[src/hdl/mtwg_pkg.sv]
// shared constants and types of the mt19937 word generator
package mtwg_pkg;

    localparam int unsigned STATE_WORDS  = 624;
    localparam int unsigned SHIFT_OFFSET = 397;
    localparam int unsigned IDX_W        = 10;

    localparam logic [IDX_W-1:0] LAST_IDX  = IDX_W'(STATE_WORDS - 1);
    localparam logic [IDX_W-1:0] FAR_UP    = IDX_W'(SHIFT_OFFSET);
    localparam logic [IDX_W-1:0] FAR_DOWN  = IDX_W'(STATE_WORDS - SHIFT_OFFSET);

    localparam logic [31:0] SEED_RESET   = 32'd5489;
    localparam logic [31:0] SEED_MULT    = 32'd1812433253;
    localparam logic [31:0] TWIST_MATRIX = 32'h9908b0df;
    localparam logic [31:0] HIGH_BIT     = 32'h80000000;
    localparam logic [31:0] LOW_BITS     = 32'h7fffffff;
    localparam logic [31:0] TEMPER_B     = 32'h9d2c5680;
    localparam logic [31:0] TEMPER_C     = 32'hefc60000;

    // register index of the seed
    localparam logic REG_SEED = 1'b0;

    typedef enum logic [3:0] {
        ST_IDLE  = 4'b0001,
        ST_FILL  = 4'b0010,
        ST_READ  = 4'b0100,
        ST_WRITE = 4'b1000
    } t_state;

endpackage

[src/hdl/mtwg_word_unit.sv]
// twist of one state word and tempering of the result
module mtwg_word_unit (
    input  logic [31:0] i_cur,
    input  logic [31:0] i_nxt,
    input  logic [31:0] i_far,
    output logic [31:0] o_twisted,
    output logic [31:0] o_tempered
);

    logic [31:0] y;
    logic [31:0] t0;
    logic [31:0] t1;
    logic [31:0] t2;

    always_comb begin
        y = (i_cur & mtwg_pkg::HIGH_BIT) | (i_nxt & mtwg_pkg::LOW_BITS);
        o_twisted = i_far ^ (y >> 1);
        if (y[0]) begin
            o_twisted = o_twisted ^ mtwg_pkg::TWIST_MATRIX;
        end
        t0 = o_twisted ^ (o_twisted >> 11);
        t1 = t0 ^ ((t0 << 7) & mtwg_pkg::TEMPER_B);
        t2 = t1 ^ ((t1 << 15) & mtwg_pkg::TEMPER_C);
        o_tempered = t2 ^ (t2 >> 18);
    end

endmodule

[config.mk]
export PLATFORM = sky130hd
export DESIGN_NAME = mtwg_word_unit
export DESIGN_NICKNAME = d
export VERILOG_FILES = /design/src/hdl/mtwg_pkg.sv /design/src/hdl/mtwg_word_unit.sv
export SDC_FILE = /design/constraint.sdc
export NUM_CORES = 1
export LEC_CHECK = 0
export BUFFER_PORTS_ARGS = -buffer_cell sky130_fd_sc_hd__clkbuf_2
export CAP_MARGIN = 10
export CORE_MARGIN = 2
export CORE_UTILIZATION = 30
export DETAILED_ROUTE_END_ITERATION = 7
export GPL_TIMING_DRIVEN = 1
export PLACE_DENSITY = 0.77
export SLEW_MARGIN = 10
export SYNTH_ARGS = -nofsm -noshare
export SYNTH_HDL_FRONTEND = slang
export SYNTH_SLANG_ARGS = --single-unit
[constraint.sdc]
create_clock -name vclk -period 2.4
set_input_delay 0 -clock vclk [all_inputs]
set_output_delay 0 -clock vclk [all_outputs]
set_load 0.01 [all_outputs]
Yosys cells after proc, flatten, opt, wreduce, memory -nomap -nowiden
Index checks and enable logic that the tools add are counted.
Cells by class
  bitwise operators: 7
  multiplexer cells: 1
Operator list (count)
  $xor 32x32->32: 2
  $mux 32: 1
  $or 32x31->32: 1
  $xor 32x14->32: 1
  $xor 32x21->32: 1
  $xor 32x31->32: 1
  $not 15->15: 1
Storage, ports and cells
  flip-flop bits (word level): 0
  bits of input ports: 96
  output and inout bits: 64

Logic depth before layout (Yosys ltp)
  depth in word-level cells: 8
  gate-level depth with buffers: 5

Worst setup path before layout
OpenSTA, ideal clock, no wires.
  kind: input-to-output
  start point: input i_nxt[0]
  end point: output o_tempered[7]
  slack: 0.974 ns
  cell stages on the path: 5
  data arrival time: 1.426 ns
  path through: buf_6 -> xnor3_2 -> xnor3_2 -> xnor2_2 -> xnor2_1
On the way
  longest elaborated chain between the ends: 6
Ends and longest elaborated chain
  from (decl): RTL line mtwg_word_unit.sv:4  | input logic [31:0] i_nxt,
  $or 32x31->32: RTL line mtwg_word_unit.sv:16  | y = (i_cur & mtwg_pkg::HIGH_BIT) | (i_nxt & mtwg_pkg::LOW_BITS);
  $mux 32: RTL line mtwg_word_unit.sv:18  | if (y[0]) begin
  $xor 32x21->32: RTL line mtwg_word_unit.sv:21  | t0 = o_twisted ^ (o_twisted >> 11);
  $xor 32x32->32: RTL line mtwg_word_unit.sv:22  | t1 = t0 ^ ((t0 << 7) & mtwg_pkg::TEMPER_B);
  $xor 32x32->32: RTL line mtwg_word_unit.sv:23  | t2 = t1 ^ ((t1 << 15) & mtwg_pkg::TEMPER_C);
  $xor 32x14->32: RTL line mtwg_word_unit.sv:24  | o_tempered = t2 ^ (t2 >> 18);
  to (decl): RTL line mtwg_word_unit.sv:7  | output logic [31:0] o_tempered
Every way passes these cells.

Worst setup path in the final report
Ends and elaborated chain as after synthesis.

==> run metrics <==
Post-route DRC=0; Seq/Total Area, Yosys=0; Hold WC Path Type=in -> out; hold_sp=i_far[10]; Cells after Synth=115; CP required=2400 ps; Antenna Violating Nets Remaining=0; Worst Max-Slew Pin Slew=493.5 ps; largest net degree at the start of global routing=11; die height=65.17 um; GRT Util Overall=0.1208; maximum fanout along the worst path=10; sequential cell count=0; dpl hpwl=2.612 mm; Worst setup EP type=primary output; DR pass1 iterations=4; clkbuf count=0; Worst VDD drop=393.2 uV; Synthesized Nets=211; Slew HR=0.6686; Die W=65.17 um; synth warn=0; hold path cells=3; total routed wirelength=2.792 mm; leakage power=0.0009984 uW; vias in the first global route=1098; most common cell in the netlist=xnor2_1; number of max-cap violations=0; Vias=1199; gr ovfl total=0; post-synth design cell area=1122 sq um; Core ar.=3633 sq um; setup_tns=0 ps; Hold Path End=o_twisted[10]; Total Power=1283 uW; synthesized area per cell=9.759 sq um; Area Overhead vs Synth=61.65%; Synth area leaders=xnor2_1 (50%), xor2_1 (21%), xnor3_1 (8.0%); crit share post-route=0.7151; Final Max Tran Viols=0; RD Place Congestion=0.7312; Unique masters post-synth=11; row count=22; routed vias/inst=4.134; worst slack, placed=670.1 ps; Die Area=4246 sq um; RSZ-0062 raised after global routing=no; I/O Pins=160; CP arrival=1720 ps; # diodes=0; Final Hold Fails=0; register area=0 sq um; Synth top area share=0.4994; Port-buffer cells=128; crit path launch type=primary input; number of antenna violations at the first check in global routing=0; setup ws final=683.7 ps; initial core utilization=0.3089; first-pass GRT wire length=4.319 mm; status=finished, final reports clean; WL per Instance=9.628 um; PostCTS Resize Cnt=0; Crit Path Class=in -> out; leading area contributor after synthesis=xnor2_1; initial detailed-routing violation count=22; hold_buf cts=0; Pwr Density=707.1 nW/um^2; Post CTS Setup Buffer Count=0; share of cells above drive strength 1=0.5620; Setup-failing EPs final=0; Final min period=1716 ps; Max Fclk=582.7 MHz; final net count=340; list of most frequent post-synthesis cells=xnor2_1 (64), xor2_1 (27), inv_1 (9), xnor3_1 (4)
routing by layer:
metal / track usage / vias up / wire, um
met4: 0 / 0 / 0
met5: 0 / - / 0
met2: 0.2602 / 75 / 1464
met3: 0.01541 / 0 / 359
met1: 0.1286 / 524 / 968
li1: - / 600 / -
logic make-up after synthesis:
family / Yosys count / synth area share
xor gates and xnor gates: 104 / 0.9554
buffers and inverters: 11 / 0.04459
worst max-delay path by stage:
| stage | start | endpoint | slack (ps) |
|---|---|---|---|
| floorplan | i_nxt[0] | o_tempered[7] | 970 |
| global placement | i_nxt[0] | o_tempered[7] | 680 |
| detailed placement | i_nxt[0] | o_tempered[7] | 670 |
| CTS | i_nxt[0] | o_tempered[7] | 660 |
| global route | i_nxt[0] | o_tempered[7] | 590 |
| finish | i_nxt[0] | o_tempered[7] | 680 |
power breakdown:
part | internal [uW] | leakage, uW | switching, uW
combinational | 630 | 0.000998 | 652
clock | 0 | 0 | 0
sequential | 0 | 0 | 0
total | 630 | 0.000998 | 652
cell type report:
class	count	area, sq um
timing repair buffer	129	648.1
multi-input combinational	104	1072
inverter	9	33.78
fill	357	1819
tap	48	60.06
critical path, cell delays in order:
cell      delay, ps
clkbuf_2        260
xnor3_2         520
xnor3_2         440
xnor2_2         160
xnor2_1         180
clkbuf_2        150
placed cells by master, fill, tap and decap left out:
cell | Yosys | layout
clkbuf_2 | 0 | 128
xnor2_1 | 64 | 64
xor2_1 | 27 | 27
inv_1 | 9 | 9
xnor3_1 | 4 | 4
xor3_1 | 2 | 2
xnor3_2 | 2 | 2
xor2_2 | 2 | 2
xnor2_2 | 2 | 2
xor3_2 | 1 | 1
buf_4 | 0 | 1
stage by stage:
stage | instance area [sq um] | instances | hold slack (ps) | util
finish | 1814 | 290 | 285.5 | 0.4993
global route | 1814 | 290 | 307.8 | 0.4993
CTS | 1814 | 290 | 292.3 | 0.4993
detailed placement | 1814 | 290 | 291.8 | 0.4993
global placement | 1814 | 290 | 286.2 | 0.4993
floorplan | 1122 | 115 | 92.38 | -
No activity file was read; power rests on OpenSTA's default activity.
